[src/rtl/adst_pkg.sv]
// shared constants, types and codes of the adaptive decimating state trace
`default_nettype none

package adst_pkg;

    localparam int THREADS     = 8;
    localparam int LOG_DEPTH   = 64;
    localparam int REDUCTION   = 2;
    localparam int STATE_COUNT = 4;

    // fixed field widths of the channels
    localparam int TID_W   = 3;
    localparam int STAT_W  = 2;
    localparam int POS_W   = 6;
    localparam int CAP_W   = 32;
    localparam int START_W = 7;

    localparam int TIDX_W     = (THREADS > 1) ? $clog2(THREADS) : 1;
    localparam int LOG_AW     = $clog2(LOG_DEPTH);
    localparam int CODE_SLOTS = 4;
    localparam int CNT_DEPTH  = THREADS * CODE_SLOTS;
    localparam int CNT_AW     = TIDX_W + STAT_W;
    localparam int VOTE_W     = $clog2(REDUCTION + 1);
    localparam int MERGE_ROWS = (LOG_DEPTH + REDUCTION - 1) / REDUCTION;
    localparam int MERGED_END = LOG_DEPTH / REDUCTION;

    // start / REDUCTION as a multiply by a scaled reciprocal
    localparam int DIV_SHIFT = LOG_AW + 3;
    localparam int DIV_RECIP = ((1 << DIV_SHIFT) + REDUCTION - 1) / REDUCTION;
    localparam int DIV_PROD_W = LOG_AW + DIV_SHIFT + 1;

    localparam logic [CAP_W-1:0] CAP_SAT_LIMIT = 32'hFFFF_FFFF / REDUCTION;

    localparam logic [STAT_W-1:0] STATUS_UNREGISTERED = 2'd0;

    localparam logic ACT_RECORD = 1'b0;
    localparam logic ACT_READ   = 1'b1;

    typedef logic [THREADS-1:0][STAT_W-1:0] t_row;

    typedef struct packed {
        logic              rd_en;
        logic [LOG_AW-1:0] rd_addr;
        logic              wr_en;
        logic [LOG_AW-1:0] wr_addr;
        t_row              wr_data;
    } t_log_req;

endpackage

`default_nettype wire

[src/rtl/adst_if.sv]
// valid/ready channels of the trace unit: item in, result out
`default_nettype none

interface adst_in_if;
    logic                        valid;
    logic                        ready;
    logic                        action;
    logic [adst_pkg::TID_W-1:0]  thread_id;
    logic [adst_pkg::STAT_W-1:0] status;
    logic                        sample_end;
    logic [adst_pkg::POS_W-1:0]  position;

    modport source (output valid, action, thread_id, status, sample_end, position,
                    input ready);
    modport sink   (input valid, action, thread_id, status, sample_end, position,
                    output ready);
endinterface

interface adst_out_if;
    logic                                valid;
    logic                                ready;
    logic [adst_pkg::STAT_W-1:0]         read_status;
    logic [adst_pkg::POS_W-1:0]          log_end;
    logic [adst_pkg::CAP_W-1:0]          sample_capacity;
    logic signed [adst_pkg::START_W-1:0] thread_start;
    logic                                entry_committed;
    logic                                log_merged;

    modport source (output valid, read_status, log_end, sample_capacity, thread_start,
                    entry_committed, log_merged, input ready);
    modport sink   (input valid, read_status, log_end, sample_capacity, thread_start,
                    entry_committed, log_merged, output ready);
endinterface

`default_nettype wire

[src/rtl/adst_log_mem.sv]
// trace log memory: one row of thread statuses per position, row valid bits for reset
`default_nettype none

module adst_log_mem (
    input  wire                     i_clk,
    input  wire                     i_rst_n,
    input  wire adst_pkg::t_log_req i_req,
    output adst_pkg::t_row          o_rd_data
);

    adst_pkg::t_row              mem [adst_pkg::LOG_DEPTH];
    logic [adst_pkg::LOG_DEPTH-1:0] r_row_valid;
    adst_pkg::t_row              r_rd_data;
    logic                        r_rd_hit;

    always_ff @(posedge i_clk) begin
        if (i_req.wr_en) begin
            mem[i_req.wr_addr] <= i_req.wr_data;
        end
        if (i_req.rd_en) begin
            r_rd_data <= mem[i_req.rd_addr];
            r_rd_hit  <= r_row_valid[i_req.rd_addr];
        end
    end

    always_ff @(posedge i_clk) begin
        if (!i_rst_n) begin
            r_row_valid <= '0;
        end else if (i_req.wr_en) begin
            r_row_valid[i_req.wr_addr] <= 1'b1;
        end
    end

    // a row never written reads as unregistered for every thread
    assign o_rd_data = r_rd_hit ? r_rd_data
                                : {adst_pkg::THREADS{adst_pkg::STATUS_UNREGISTERED}};

endmodule

`default_nettype wire

[src/rtl/adaptive_decimating_state_trace_unit.sv]
// top level: sequencer, vote counters and shared compare unit of the state trace
// read: log row read, then result; record: count read and increment, then result or tick
// commit at capacity: row read, count read and compare per thread and code, then row write
// merge on a full log: per merged row, up to REDUCTION row reads, a target read and a write
// one item at a time; ready is high only while no item is at work
// sync active-low reset; counts and log clear at once through valid bits, no sweep
`default_nettype none

module adaptive_decimating_state_trace_unit (
    input  wire            i_clk,
    input  wire            i_rst_n,
    adst_in_if.sink        i_in,
    adst_out_if.source     o_out
);

    localparam logic [4:0] S_IDLE    = 5'd0;
    localparam logic [4:0] S_READ    = 5'd1;
    localparam logic [4:0] S_READ_D  = 5'd2;
    localparam logic [4:0] S_REC     = 5'd3;
    localparam logic [4:0] S_REC_INC = 5'd4;
    localparam logic [4:0] S_TICK    = 5'd5;
    localparam logic [4:0] S_C_ROW   = 5'd6;
    localparam logic [4:0] S_C_ROWD  = 5'd7;
    localparam logic [4:0] S_C_RD    = 5'd8;
    localparam logic [4:0] S_C_CMP   = 5'd9;
    localparam logic [4:0] S_C_WR    = 5'd10;
    localparam logic [4:0] S_M_RD    = 5'd11;
    localparam logic [4:0] S_M_ACC   = 5'd12;
    localparam logic [4:0] S_M_TGT   = 5'd13;
    localparam logic [4:0] S_M_WR    = 5'd14;
    localparam logic [4:0] S_M_FIN   = 5'd15;
    localparam logic [4:0] S_DONE    = 5'd16;

    typedef logic [adst_pkg::CODE_SLOTS-1:0][adst_pkg::VOTE_W-1:0] t_votes;

    function automatic logic [adst_pkg::STAT_W-1:0] vote_major(input t_votes v);
        logic [adst_pkg::STAT_W-1:0] best;
        best = '0;
        for (int j = 1; j < adst_pkg::STATE_COUNT; j++) begin
            if (v[j] > v[best]) begin
                best = adst_pkg::STAT_W'(j);
            end
        end
        return best;
    endfunction

    logic [4:0]                         r_state, n_state;
    logic                               r_action, n_action;
    logic [adst_pkg::TID_W-1:0]         r_tid, n_tid;
    logic [adst_pkg::STAT_W-1:0]        r_status, n_status;
    logic                               r_end, n_end;
    logic [adst_pkg::POS_W-1:0]         r_pos, n_pos;

    logic [adst_pkg::CAP_W-1:0]         r_ticks, n_ticks;
    logic [adst_pkg::CAP_W-1:0]         r_tpe, n_tpe;
    logic [adst_pkg::LOG_AW-1:0]        r_next_pos, n_next_pos;
    logic signed [adst_pkg::START_W-1:0] r_first [adst_pkg::THREADS];
    logic signed [adst_pkg::START_W-1:0] n_first [adst_pkg::THREADS];

    logic [adst_pkg::TIDX_W-1:0]        r_t, n_t;
    logic [adst_pkg::STAT_W-1:0]        r_j, n_j;
    logic [adst_pkg::STAT_W-1:0]        r_best, n_best;
    logic [adst_pkg::CAP_W-1:0]         r_best_cnt, n_best_cnt;
    adst_pkg::t_row                     r_row, n_row;

    logic [adst_pkg::LOG_AW-1:0]        r_k, n_k;
    logic [adst_pkg::LOG_AW-1:0]        r_base, n_base;
    logic [adst_pkg::VOTE_W-1:0]        r_mj, n_mj;
    t_votes                             r_votes [adst_pkg::THREADS];
    t_votes                             n_votes [adst_pkg::THREADS];

    logic [adst_pkg::STAT_W-1:0]        r_rstat, n_rstat;
    logic                               r_committed, n_committed;
    logic                               r_merged, n_merged;

    logic                               r_out_valid;
    logic [adst_pkg::STAT_W-1:0]        r_out_rstat;
    logic [adst_pkg::POS_W-1:0]         r_out_end;
    logic [adst_pkg::CAP_W-1:0]         r_out_cap;
    logic signed [adst_pkg::START_W-1:0] r_out_start;
    logic                               r_out_committed;
    logic                               r_out_merged;
    logic                               out_load;

    // vote counter memory
    logic [adst_pkg::CAP_W-1:0]         cnt_mem [adst_pkg::CNT_DEPTH];
    logic [adst_pkg::CNT_DEPTH-1:0]     r_cnt_valid;
    logic [adst_pkg::CAP_W-1:0]         r_cnt_q;
    logic                               r_cnt_hit;
    logic                               cnt_rd_en;
    logic                               cnt_wr_en;
    logic                               cnt_clear;
    logic [adst_pkg::CNT_AW-1:0]        cnt_addr;
    logic [adst_pkg::CAP_W-1:0]         cnt_wr_data;
    logic [adst_pkg::CAP_W-1:0]         cnt_val;

    adst_pkg::t_log_req                 log_req;
    adst_pkg::t_row                     log_rd;

    logic                               in_acc;
    logic                               tid_ok;
    logic                               pos_ok;
    logic                               stat_ok;
    logic [adst_pkg::TIDX_W-1:0]        tid_idx;
    logic [adst_pkg::THREADS-1:0]       started;
    logic [adst_pkg::CAP_W-1:0]         tick_inc;
    logic [adst_pkg::STAT_W-1:0]        cmp_code;
    logic [adst_pkg::LOG_AW:0]          pos_inc;
    logic [adst_pkg::VOTE_W-1:0]        mj_next;
    logic [adst_pkg::LOG_AW:0]          row_next;
    logic [adst_pkg::DIV_PROD_W-1:0]    div_prod [adst_pkg::THREADS];

    adst_log_mem u_log_mem (
        .i_clk     (i_clk),
        .i_rst_n   (i_rst_n),
        .i_req     (log_req),
        .o_rd_data (log_rd)
    );

    assign in_acc   = i_in.valid && i_in.ready;
    assign i_in.ready = (r_state == S_IDLE);
    assign tid_ok   = 32'(r_tid) < adst_pkg::THREADS;
    assign pos_ok   = 32'(r_pos) < adst_pkg::LOG_DEPTH;
    assign stat_ok  = 32'(r_status) < adst_pkg::STATE_COUNT;
    assign tid_idx  = adst_pkg::TIDX_W'(r_tid);
    assign cnt_val  = r_cnt_hit ? r_cnt_q : '0;
    assign tick_inc = (r_ticks == '1) ? r_ticks : r_ticks + 1'b1;
    assign pos_inc  = {1'b0, r_next_pos} + 1'b1;
    assign mj_next  = r_mj + 1'b1;
    assign row_next = {1'b0, r_base} + (adst_pkg::LOG_AW + 1)'(mj_next);

    always_comb begin
        for (int t = 0; t < adst_pkg::THREADS; t++) begin
            started[t]  = !r_first[t][adst_pkg::START_W-1];
            div_prod[t] = adst_pkg::DIV_PROD_W'(r_first[t][adst_pkg::LOG_AW-1:0])
                        * adst_pkg::DIV_PROD_W'(adst_pkg::DIV_RECIP);
        end
    end

    always_comb begin
        n_state     = r_state;
        n_action    = r_action;
        n_tid       = r_tid;
        n_status    = r_status;
        n_end       = r_end;
        n_pos       = r_pos;
        n_ticks     = r_ticks;
        n_tpe       = r_tpe;
        n_next_pos  = r_next_pos;
        n_first     = r_first;
        n_t         = r_t;
        n_j         = r_j;
        n_best      = r_best;
        n_best_cnt  = r_best_cnt;
        n_row       = r_row;
        n_k         = r_k;
        n_base      = r_base;
        n_mj        = r_mj;
        n_votes     = r_votes;
        n_rstat     = r_rstat;
        n_committed = r_committed;
        n_merged    = r_merged;
        out_load    = 1'b0;
        log_req     = '0;
        cnt_rd_en   = 1'b0;
        cnt_wr_en   = 1'b0;
        cnt_clear   = 1'b0;
        cnt_addr    = {tid_idx, r_status};
        cnt_wr_data = (cnt_val == '1) ? cnt_val : cnt_val + 1'b1;
        cmp_code    = r_best;

        unique case (r_state)
            S_IDLE: begin
                if (in_acc) begin
                    n_action    = i_in.action;
                    n_tid       = i_in.thread_id;
                    n_status    = i_in.status;
                    n_end       = i_in.sample_end;
                    n_pos       = i_in.position;
                    n_rstat     = '0;
                    n_committed = 1'b0;
                    n_merged    = 1'b0;
                    n_state     = (i_in.action == adst_pkg::ACT_READ) ? S_READ : S_REC;
                end
            end
            S_READ: begin
                log_req.rd_en   = 1'b1;
                log_req.rd_addr = adst_pkg::LOG_AW'(r_pos);
                n_state         = S_READ_D;
            end
            S_READ_D: begin
                if (tid_ok && pos_ok) begin
                    n_rstat = log_rd[tid_idx];
                end
                n_state = S_DONE;
            end
            S_REC: begin
                if (tid_ok && !started[tid_idx]) begin
                    n_first[tid_idx] = $signed(adst_pkg::START_W'(r_next_pos));
                end
                cnt_rd_en = 1'b1;
                n_state   = S_REC_INC;
            end
            S_REC_INC: begin
                cnt_wr_en = tid_ok && stat_ok;
                n_state   = r_end ? S_TICK : S_DONE;
            end
            S_TICK: begin
                n_ticks = tick_inc;
                n_state = (tick_inc >= r_tpe) ? S_C_ROW : S_DONE;
            end
            S_C_ROW: begin
                log_req.rd_en   = 1'b1;
                log_req.rd_addr = r_next_pos;
                n_state         = S_C_ROWD;
            end
            S_C_ROWD: begin
                n_row   = log_rd;
                n_t     = '0;
                n_j     = '0;
                n_state = S_C_RD;
            end
            S_C_RD: begin
                cnt_rd_en = 1'b1;
                cnt_addr  = {r_t, r_j};
                n_state   = S_C_CMP;
            end
            S_C_CMP: begin
                // shared compare: strictly greater keeps ties on the lower code
                if (r_j == '0 || cnt_val > r_best_cnt) begin
                    n_best     = r_j;
                    n_best_cnt = cnt_val;
                    cmp_code   = r_j;
                end
                if (r_j == adst_pkg::STAT_W'(adst_pkg::STATE_COUNT - 1)) begin
                    if (started[r_t]) begin
                        n_row[r_t] = cmp_code;
                    end
                    n_j = '0;
                    if (r_t == adst_pkg::TIDX_W'(adst_pkg::THREADS - 1)) begin
                        n_state = S_C_WR;
                    end else begin
                        n_t     = r_t + 1'b1;
                        n_state = S_C_RD;
                    end
                end else begin
                    n_j     = r_j + 1'b1;
                    n_state = S_C_RD;
                end
            end
            S_C_WR: begin
                log_req.wr_en   = 1'b1;
                log_req.wr_addr = r_next_pos;
                log_req.wr_data = r_row;
                cnt_clear       = 1'b1;
                n_ticks         = '0;
                n_committed     = 1'b1;
                if (32'(pos_inc) >= adst_pkg::LOG_DEPTH) begin
                    n_k    = '0;
                    n_base = '0;
                    n_mj   = '0;
                    for (int t = 0; t < adst_pkg::THREADS; t++) begin
                        n_votes[t] = '0;
                    end
                    n_state = S_M_RD;
                end else begin
                    n_next_pos = adst_pkg::LOG_AW'(pos_inc);
                    n_state    = S_DONE;
                end
            end
            S_M_RD: begin
                log_req.rd_en   = 1'b1;
                log_req.rd_addr = r_base + adst_pkg::LOG_AW'(r_mj);
                n_state         = S_M_ACC;
            end
            S_M_ACC: begin
                for (int t = 0; t < adst_pkg::THREADS; t++) begin
                    n_votes[t][log_rd[t]] = r_votes[t][log_rd[t]] + 1'b1;
                end
                // partial last block stops at the end of the log
                if (32'(mj_next) < adst_pkg::REDUCTION
                        && 32'(row_next) < adst_pkg::LOG_DEPTH) begin
                    n_mj    = mj_next;
                    n_state = S_M_RD;
                end else begin
                    n_state = S_M_TGT;
                end
            end
            S_M_TGT: begin
                log_req.rd_en   = 1'b1;
                log_req.rd_addr = r_k;
                n_state         = S_M_WR;
            end
            S_M_WR: begin
                log_req.wr_en   = 1'b1;
                log_req.wr_addr = r_k;
                for (int t = 0; t < adst_pkg::THREADS; t++) begin
                    log_req.wr_data[t] = started[t] ? vote_major(r_votes[t]) : log_rd[t];
                    n_votes[t]         = '0;
                end
                n_mj   = '0;
                n_base = adst_pkg::LOG_AW'({1'b0, r_base}
                                           + (adst_pkg::LOG_AW + 1)'(adst_pkg::REDUCTION));
                n_k    = r_k + 1'b1;
                if (32'(r_k) == adst_pkg::MERGE_ROWS - 1) begin
                    n_state = S_M_FIN;
                end else begin
                    n_state = S_M_RD;
                end
            end
            S_M_FIN: begin
                for (int t = 0; t < adst_pkg::THREADS; t++) begin
                    if (started[t]) begin
                        n_first[t] = $signed(div_prod[t][adst_pkg::DIV_PROD_W-1:
                                                         adst_pkg::DIV_SHIFT]);
                    end
                end
                n_next_pos = adst_pkg::LOG_AW'(adst_pkg::MERGED_END);
                n_tpe      = (r_tpe > adst_pkg::CAP_SAT_LIMIT) ? '1
                           : adst_pkg::CAP_W'(r_tpe * adst_pkg::CAP_W'(adst_pkg::REDUCTION));
                n_merged   = 1'b1;
                n_state    = S_DONE;
            end
            S_DONE: begin
                if (!r_out_valid || o_out.ready) begin
                    out_load = 1'b1;
                    n_state  = S_IDLE;
                end
            end
            default: begin
                n_state = S_IDLE;
            end
        endcase
    end

    always_ff @(posedge i_clk) begin
        if (!i_rst_n) begin
            r_state    <= S_IDLE;
            r_ticks    <= '0;
            r_tpe      <= adst_pkg::CAP_W'(1);
            r_next_pos <= '0;
            for (int t = 0; t < adst_pkg::THREADS; t++) begin
                r_first[t] <= '1;
            end
            r_out_valid <= 1'b0;
        end else begin
            r_state    <= n_state;
            r_ticks    <= n_ticks;
            r_tpe      <= n_tpe;
            r_next_pos <= n_next_pos;
            r_first    <= n_first;
            if (out_load) begin
                r_out_valid <= 1'b1;
            end else if (o_out.ready) begin
                r_out_valid <= 1'b0;
            end
        end
    end

    always_ff @(posedge i_clk) begin
        r_action    <= n_action;
        r_tid       <= n_tid;
        r_status    <= n_status;
        r_end       <= n_end;
        r_pos       <= n_pos;
        r_t         <= n_t;
        r_j         <= n_j;
        r_best      <= n_best;
        r_best_cnt  <= n_best_cnt;
        r_row       <= n_row;
        r_k         <= n_k;
        r_base      <= n_base;
        r_mj        <= n_mj;
        r_votes     <= n_votes;
        r_rstat     <= n_rstat;
        r_committed <= n_committed;
        r_merged    <= n_merged;
        if (out_load) begin
            r_out_rstat     <= (r_action == adst_pkg::ACT_READ) ? r_rstat : '0;
            r_out_end       <= adst_pkg::POS_W'(r_next_pos);
            r_out_cap       <= r_tpe;
            r_out_start     <= tid_ok ? r_first[tid_idx] : '1;
            r_out_committed <= r_committed;
            r_out_merged    <= r_merged;
        end
    end

    always_ff @(posedge i_clk) begin
        if (cnt_wr_en) begin
            cnt_mem[cnt_addr] <= cnt_wr_data;
        end
        if (cnt_rd_en) begin
            r_cnt_q   <= cnt_mem[cnt_addr];
            r_cnt_hit <= r_cnt_valid[cnt_addr];
        end
    end

    // clearing the valid bits zeroes every counter at once
    always_ff @(posedge i_clk) begin
        if (!i_rst_n) begin
            r_cnt_valid <= '0;
        end else if (cnt_clear) begin
            r_cnt_valid <= '0;
        end else if (cnt_wr_en) begin
            r_cnt_valid[cnt_addr] <= 1'b1;
        end
    end

    assign o_out.valid           = r_out_valid;
    assign o_out.read_status     = r_out_rstat;
    assign o_out.log_end         = r_out_end;
    assign o_out.sample_capacity = r_out_cap;
    assign o_out.thread_start    = r_out_start;
    assign o_out.entry_committed = r_out_committed;
    assign o_out.log_merged      = r_out_merged;

endmodule

`default_nettype wire

[src/flat_wrapper.sv]
// flat-port wrapper written by rule: the top's interface ports become plain ports
module adaptive_decimating_state_trace_unit_flat 
  (i_clk, i_rst_n, i_in_valid, i_in_action, i_in_thread_id, i_in_status, i_in_sample_end, i_in_position, i_in_ready, o_out_valid, o_out_read_status, o_out_log_end, o_out_sample_capacity, o_out_thread_start, o_out_entry_committed, o_out_log_merged, o_out_ready);
  adst_in_if i_in_i ();
  adst_out_if o_out_i ();
  input  wire i_clk;
  input  wire i_rst_n;
  input wire logic [$bits(i_in_i.valid)-1:0] i_in_valid;
  input wire logic [$bits(i_in_i.action)-1:0] i_in_action;
  input wire logic [$bits(i_in_i.thread_id)-1:0] i_in_thread_id;
  input wire logic [$bits(i_in_i.status)-1:0] i_in_status;
  input wire logic [$bits(i_in_i.sample_end)-1:0] i_in_sample_end;
  input wire logic [$bits(i_in_i.position)-1:0] i_in_position;
  output wire logic [$bits(i_in_i.ready)-1:0] i_in_ready;
  output wire logic [$bits(o_out_i.valid)-1:0] o_out_valid;
  output wire logic [$bits(o_out_i.read_status)-1:0] o_out_read_status;
  output wire logic [$bits(o_out_i.log_end)-1:0] o_out_log_end;
  output wire logic [$bits(o_out_i.sample_capacity)-1:0] o_out_sample_capacity;
  output wire logic [$bits(o_out_i.thread_start)-1:0] o_out_thread_start;
  output wire logic [$bits(o_out_i.entry_committed)-1:0] o_out_entry_committed;
  output wire logic [$bits(o_out_i.log_merged)-1:0] o_out_log_merged;
  input wire logic [$bits(o_out_i.ready)-1:0] o_out_ready;
  assign i_in_i.valid = i_in_valid;
  assign i_in_i.action = i_in_action;
  assign i_in_i.thread_id = i_in_thread_id;
  assign i_in_i.status = i_in_status;
  assign i_in_i.sample_end = i_in_sample_end;
  assign i_in_i.position = i_in_position;
  assign i_in_ready = i_in_i.ready;
  assign o_out_valid = o_out_i.valid;
  assign o_out_read_status = o_out_i.read_status;
  assign o_out_log_end = o_out_i.log_end;
  assign o_out_sample_capacity = o_out_i.sample_capacity;
  assign o_out_thread_start = o_out_i.thread_start;
  assign o_out_entry_committed = o_out_i.entry_committed;
  assign o_out_log_merged = o_out_i.log_merged;
  assign o_out_i.ready = o_out_ready;
  adaptive_decimating_state_trace_unit u_core (.i_clk(i_clk), .i_rst_n(i_rst_n), .i_in(i_in_i), .o_out(o_out_i));
endmodule
[config.mk]
export PLATFORM = sky130hd
export DESIGN_NAME = adaptive_decimating_state_trace_unit_flat
export DESIGN_NICKNAME = d
export VERILOG_FILES = /design/src/rtl/adst_pkg.sv /design/src/rtl/adst_if.sv /design/src/rtl/adst_log_mem.sv /design/src/rtl/adaptive_decimating_state_trace_unit.sv /design/src/flat_wrapper.sv
export SDC_FILE = /design/constraint.sdc
export NUM_CORES = 2
export LEC_CHECK = 0
export BUFFER_PORTS_ARGS = -buffer_cell sky130_fd_sc_hd__buf_2
export CORE_ASPECT_RATIO = 1.75
export CORE_MARGIN = 4
export CORE_UTILIZATION = 45
export CTS_BUF_LIST = sky130_fd_sc_hd__clkbuf_8
export DETAILED_ROUTE_END_ITERATION = 8
export PLACE_DENSITY = 0.59
export SKIP_LAST_GASP = 1
export SLEW_MARGIN = 25
export SYNTH_ARGS = -nofsm -noshare
export SYNTH_HDL_FRONTEND = slang
export SYNTH_SLANG_ARGS = --single-unit
[constraint.sdc]
create_clock -name i_clk -period 8.3 [get_ports i_clk]
set_clock_uncertainty 0.1 [all_clocks]
set_input_delay 0.83 -clock i_clk [delete_from_list [all_inputs] [get_ports i_clk]]
set_output_delay 0.83 -clock i_clk [all_outputs]
set_load 0.02 [all_outputs]
# Word level (Yosys, flattened, before mapping)
# Memories as Yosys holds them, arrays and structs flattened. A register that Yosys moved wholly into a read port is not among the register bits.
# Index checks and enable logic that the tools add are counted.
[totals]
wordCells = 490
latchBits = 0
out_inout_bits = 51
input_bits = 17
register_bits = 429
mem_count = 2
mem_bits_rw = 2048
rom_bits = 0
[mem_list]
columns = ["name", "words", "word_bits", "rd", "rd_clocked_by_memory_dff", "wr", "line", "rtl"]
rows = [
  ["u_core.cnt_mem", 32, 32, 1, 1, 1, "adaptive_decimating_state_trace_unit.sv:86", "logic [adst_pkg::CAP_W-1:0] cnt_mem [adst_pkg::CNT_DEPTH];"],
  ["u_core.u_log_mem.mem", 64, 16, 1, 1, 1, "adst_log_mem.sv:11", "adst_pkg::t_row mem [adst_pkg::LOG_DEPTH];"],
]
[classes]
reduce_logical = 61
n_shift = 0
muxes = 209
n_lt_le_gt_ge = 72
addsub = 18
n_mul = 0
eq_ne = 38
div = 0
n_bitwise = 4
[op_table]
columns = ["operator", "count"]
rows = [
  ["case mux 64 bit (3 select lines)", 1],
  ["2-to-1 mux 2 bit", 83],
  ["2-to-1 mux 32 bit", 4],
  ["case mux 56 bit (2 select lines)", 1],
  ["binary-select mux 2 bit (select 2 bit)", 24],
  ["case mux 5 bit (16 select lines)", 1],
  ["2-to-1 mux 7 bit", 11],
  ["less-than comparator 2 x 3 -> 1 bit, second input constant", 24],
  ["adder 32 x 1 -> 32 bit, second input constant", 2],
  ["bitwise mux 8 bit", 8],
  ["equality test 32 bit, second input constant", 2],
  ["2-to-1 mux 64 bit", 1],
  ["OR 64 bit", 1],
  ["case mux 32 bit (2 select lines)", 1],
  ["bitwise mux 56 bit", 1],
  ["2-to-1 mux 56 bit", 1],
  ["> comparator 2 bit", 24],
  ["2-to-1 mux 16 bit", 3],
  ["case mux 23 bit (2 select lines)", 1],
  ["equality test 5 x 4 -> 1 bit, second input constant", 8],
  ["case mux 6 bit (2 select lines)", 3],
  ["AND reduction 3 bit", 11],
  ["demux 2 bit (select 2 bit)", 8],
  [">= comparator 32 bit", 1],
  ["other kinds (62)", 177],
]

# Logic depth before layout (Yosys ltp)
[logic_depth]
ltp_word = 19
depth_mapped = 19
ltp_nobuf = 18

# Cells and area by module
# Synthesis repeated with hierarchy kept, for this count alone.
[unflattened]
cells_unflattened = 5874
area_unflattened_um2 = 102555.9
[modules_own_cells]
columns = ["module", "seq_area_each_um2", "instances", "cells_per_inst", "area_each_um2"]
rows = [
  ["adaptive_decimating_state_trace_unit", 40969.3, 1, 3878, 60127.7],
  ["adst_log_mem", 32541.2, 1, 1996, 42428.2],
]

# Least setup slack after synthesis
# Ideal clock, no wire load.
[synth_timing]
path_type = "reg2reg"
start = "register u_core.r_votes[33] (netlist name)"
end = "memory u_core.u_log_mem.mem[0][7] (netlist name), data pin"
path_buffers = 0
stages_incl_launch_ff = 16
period_less_slack_ns = 5.082
slack_ns = 3.218
required_time_ns = 7.701
t_arrival_ns = 4.483
setup_time_ns = 0.499
cell_sequence = "edfxtp_1 inv_1 ha_1 o22ai_1 nand2_1 o21ai_0 ha_1 nor2b_1 o21ai_0 mux2_2 ha_1 a21oi_1 nor2_1 a221oi_1 a21oi_1 nor2_1"
[synth_lines]
columns = ["item", "line", "rtl"]
rows = [
  ["start, declared", "adaptive_decimating_state_trace_unit.sv:69", "t_votes r_votes [adst_pkg::THREADS];"],
  ["start signal, assigned", "adaptive_decimating_state_trace_unit.sv:374", "r_votes <= n_votes;"],
  ["end, declared", "adst_log_mem.sv:11", ""],
]

# Final worst setup path
[layout_timing]
start = "register u_core.r_state[0]"
end = "register u_core.u_log_mem.r_rd_data[10] (netlist name), read port of u_core.u_log_mem.mem, data pin"
[layout_between]
elab_chain_cells = 2
elab_cells_between_ends = 5
classes_between = "eq/ne: 4; mux: 1"
[layout_rtl]
columns = ["item", "line", "rtl"]
rows = [
  ["start, declared", "adaptive_decimating_state_trace_unit.sv:47", "logic [4:0] r_state, n_state;"],
  ["start signal, assigned", "adaptive_decimating_state_trace_unit.sv:347", "r_state <= n_state;"],
  ["equality test 5 x 4 -> 1 bit, or another cell as far along", "adaptive_decimating_state_trace_unit.sv:172", "unique case (r_state)"],
  ["case mux 7 bit (4 select lines) (*)", "adaptive_decimating_state_trace_unit.sv:172", ""],
  ["end, declared", "adst_log_mem.sv:13", "adst_pkg::t_row r_rd_data;"],
]
# Every way passes the cells marked *; elsewhere a longest branch is shown, timed or not.
# A chain may end at the register's enable or synchronous reset.

==> flow_metrics.tcl <==
set metrics [dict create \
    first_pass_iters 6 \
    rsz0062_at_grt "false" \
    wl_per_cell_um 28.3 \
    cts_buffers 368 \
    wl_met1_mm 110 \
    syn2layout_area_growth_pct 11.9 \
    worstMarginPinSlew_ns 1.14 \
    clk_pin_slew_worst_paths_ns 0.06 \
    synth-edff-count 2296 \
    powerDensity_mw_per_mm2 251 \
    post_cts_buffers 0 \
    min_period_ns 5.62 \
    cp.arrival_ns 6.36 \
    cp_slowest_cell "nor4_1" \
    wl_met2_mm 162 \
    vdd.ir_drop.worst_mv 0.193 \
    start_util_pct 45.3 \
    drc_errors 0 \
    cp-end-kind "flop" \
    grt_pass1_wl_mm 452 \
    drv_slew 0 \
    ctsHtreeMaxLevel 5 \
    path_cells "nor2b_2 > and3_1 > a2111o_2 > buf_12 > buf_4 > nand2_1 > nand3_1 > a21oi_1 > nor4_1 > nand4_1 > nor2_1" \
    tritoncts "yes" \
    worstHoldStart "i_rst_n" \
    cts_root_buf "clkbuf_8" \
    hold_depth 2 \
    fin_util_pct 50.7 \
    setup_tns_ns 0 \
    syn_inst 7533 \
    dp_hpwl_mm 190 \
    worst_slack_ns 2.68 \
    critPathMaxStageDelay_ns 0.78 \
    avgViaCountPerCell 5.96 \
    hp-class "in2reg" \
    yosysSeqAreaShare_pct 70.5 \
    antenna_found_initial 12 \
    r2r_cells 11 \
    rrSetupSlack_ns 2.68 \
    regToRegEndpoint "u_core.u_log_mem.r_rd_data[10]$_DFFE_PN_" \
    crit_path_max_fanout 119 \
    grt_max_degree 177 \
    final_layout_size_suffix_gt1_share_pct 15.3 \
    timing.hold.ws_ns 0.143 \
    cp_top_family "simple AND/OR/NAND/NOR gates" \
    netlist_area_mm2 0.104 \
    ys_ff_latch 2524 \
    synthArstFlopShare_pct 0 \
    dp.cells 10400 \
    whs_endpoint "u_core.r_first[2]$_SDFFE_PN1P_" \
    layoutNonFillerInstCount 11100 \
    die_y_um 645 \
    nNetsFinal 7925 \
    power_leakage_uw 0.0396 \
    synthDominantAreaCellType "edfxtp_1" \
    slew_headroom_pct 24.1 \
    overflow 0 \
    yosys.cell_types.count 81 \
    ios 68 \
    startpoint_type "flop" \
    grtUsageTotal_pct 25.8 \
    post-place-ws_ns 2.58 \
    dieArea_mm2 0.240 \
    coreArea_mm2 0.230 \
    yosys-top-cells-area "edfxtp_1 (66%), mux4_2 (5.8%), nand2_1 (5.3%)" \
    vias 66400 \
    final-setup-viol-count 0 \
    fmax_mhz 178 \
    fp.dieW_um 372 \
    hold_viol 0 \
    max_cap_violations 0 \
    worstPathRequired_ns 9.04 \
    ys.flop_type "edfxtp_1" \
    netlist.area_leader.share_pct 66.1 \
    clkSinkCount 2524 \
    fill_cells 19700 \
    top_layer_used "met5" \
    worstSetupPathType "reg2reg" \
    clock_path_buffers 4 \
    outcome "complete, no violations" \
    syn_avg_cell_area_um2 13.9 \
    first_global_vias 65500 \
    ys_warn_count 0 \
    wirelength_mm 315 \
    drt_iter0_drc 6549 \
    r2r-start "u_core.r_state[0]$_SDFFE_PN0P_" \
    syn-num-nets 7681 \
    ant_nets 0 \
    fin_crit_sh_pct 67.7 \
    row_count 233 \
    io_buffers 67 \
    place_congestion 0.938 \
    clk_latency_ns 1.03 \
    cp_num_buf_inv 2 \
    wl_met3_mm 21.0 \
]
[placed cells by master, fill, tap and decap left out, drive strengths merged, types with 133 or more instances in the layout]
| cell | Yosys | final |
|---|---|---|
| buf | 174 | 294 |
| nand3 | 526 | 526 |
| a22oi | 133 | 133 |
| clkinv | 3 | 142 |
| nor2 | 398 | 398 |
| dfxtp | 228 | 228 |
| inv | 155 | 258 |
| nand2 | 1485 | 1485 |
| a21oi | 313 | 313 |
| clkbuf | 259 | 396 |
| mux4 | 269 | 269 |
| edfxtp | 2296 | 2296 |
[power breakdown]
part | leakage (uW) | internal (uW) | switching [uW]
logic | 0.0142 | 1670 | 3620
registers | 0.0214 | 14100 | 230
clock network | 0.00397 | 4910 | 4840
[synthesized netlist by cell type (27+ instances only)]
cell      count
a311oi_1     36
o21ai_0     116
o311a_1      31
nand2_1    1484
dfxtp_1     228
xor2_1       28
ha_1        131
nor4_1       57
nor2_1      398
nor2b_1      37
xnor2_1      71
nand3_1     526
buf_1        48
and2_1       41
a22oi_1     133
a211oi_1     27
clkbuf_1    259
edfxtp_1   2296
o21a_1       71
a31oi_1      48
inv_1       155
mux4_2      269
o22ai_1      41
and3_1       68
nand4_1      69
a21oi_1     313
buf_2       110
o211ai_1     55
a21o_1       29
nor3_1       62
nand2b_1     29
nor3b_1      38
[metrics by stage]
step	power [uW]	cell area, um2
5_1_grt	30400	117000
3_3_place_gp	19700	109000
3_5_place_dp	19800	109000
4_1_cts	29500	117000
2_1_floorplan	17900	104000
6_report	29300	117000
[layer usage]
metal  vias to the layer above  GRT usage, %
met2                      2918          45.4
met5                         -             0
met1                     33800          29.6
li1                      28900             -
met3                       787          4.10
met4                         8          15.3
[what timing repair did]
item                      in CTS  in global routing
resized for setup              0                  0
hold endpoints to repair      13                  0
hold buffers                  13                  0
[worst max path at each step]
| stage | from | depth (start not counted) | end | slack, ns |
|---|---|---|---|---|
| after floorplan | u_core.r_votes[33]$_SDFFCE_PP0P_ | 15 | u_core.u_log_mem.mem[0][7]$_DFFE_PP_ | 3.22 |
| after global routing | u_core.r_state[0]$_SDFFE_PN0P_ | 11 | u_core.u_log_mem.r_rd_data[10]$_DFFE_PN_ | 2.47 |
| after global placement | u_core.r_state[0]$_SDFFE_PN0P_ | 11 | u_core.u_log_mem.r_rd_data[3]$_DFFE_PN_ | 1.58 |
| after detailed placement | u_core.r_state[0]$_SDFFE_PN0P_ | 11 | u_core.u_log_mem.r_rd_data[10]$_DFFE_PN_ | 2.58 |
| final | u_core.r_state[0]$_SDFFE_PN0P_ | 11 | u_core.u_log_mem.r_rd_data[10]$_DFFE_PN_ | 2.68 |
| after CTS | u_core.r_state[0]$_SDFFE_PN0P_ | 11 | u_core.u_log_mem.r_rd_data[10]$_DFFE_PN_ | 2.54 |
[flip-flops by register name, indices dropped and copies added, names as in the netlist, 3 cells and up]
| signal | flops |
|---|---|
| u_core.o_out.sample_capacity | 32 |
| u_core.r_k | 6 |
| u_core.cnt_mem | 1024 |
| u_core.r_pos | 6 |
| u_core.r_row | 16 |
| u_core.r_votes | 64 |
| u_core.r_base | 5 |
| u_core.r_t | 3 |
| u_core.r_next_pos | 6 |
| u_core.r_best_cnt | 32 |
| u_core.u_log_mem.r_rd_data | 16 |
| u_core.r_tid | 3 |
| u_core.u_log_mem.mem | 1024 |
| u_core.r_first | 56 |
| u_core.o_out.log_end | 6 |
| u_core.r_state | 5 |
| u_core.r_cnt_valid | 32 |
| u_core.r_ticks | 32 |
| u_core.r_cnt_q | 32 |
| u_core.o_out.thread_start | 7 |
| u_core.u_log_mem.r_row_valid | 64 |
| u_core.r_tpe | 32 |
[cell families after synthesis]
family | synth area share, %
multiplexers | 6.33
buffers and inverters | 2.36
flip-flops | 70.5
AND/OR/NAND/NOR | 12.0
AO/OA/AOI/OAI | 6.48
adder cells (fa/ha/maj) | 1.57
XOR/XNOR | 0.831
[area by class of cell]
| cell class | count | area, um2 | share of cell area (%) |
|---|---|---|---|
| timing repair buffer | 307 | 2320 | 1.98 |
| antenna | 11 | 27.5 | 0.0236 |
| clock buffer | 396 | 5450 | 4.67 |
| sequential | 2524 | 73500 | 63.0 |
| clock inverter | 270 | 1590 | 1.36 |
| multi-input combinational | 4418 | 29400 | 25.2 |
| inverter | 158 | 593 | 0.508 |
| tap | 3055 | 3820 | 3.27 |
Power figures use the tool's default switching activity.
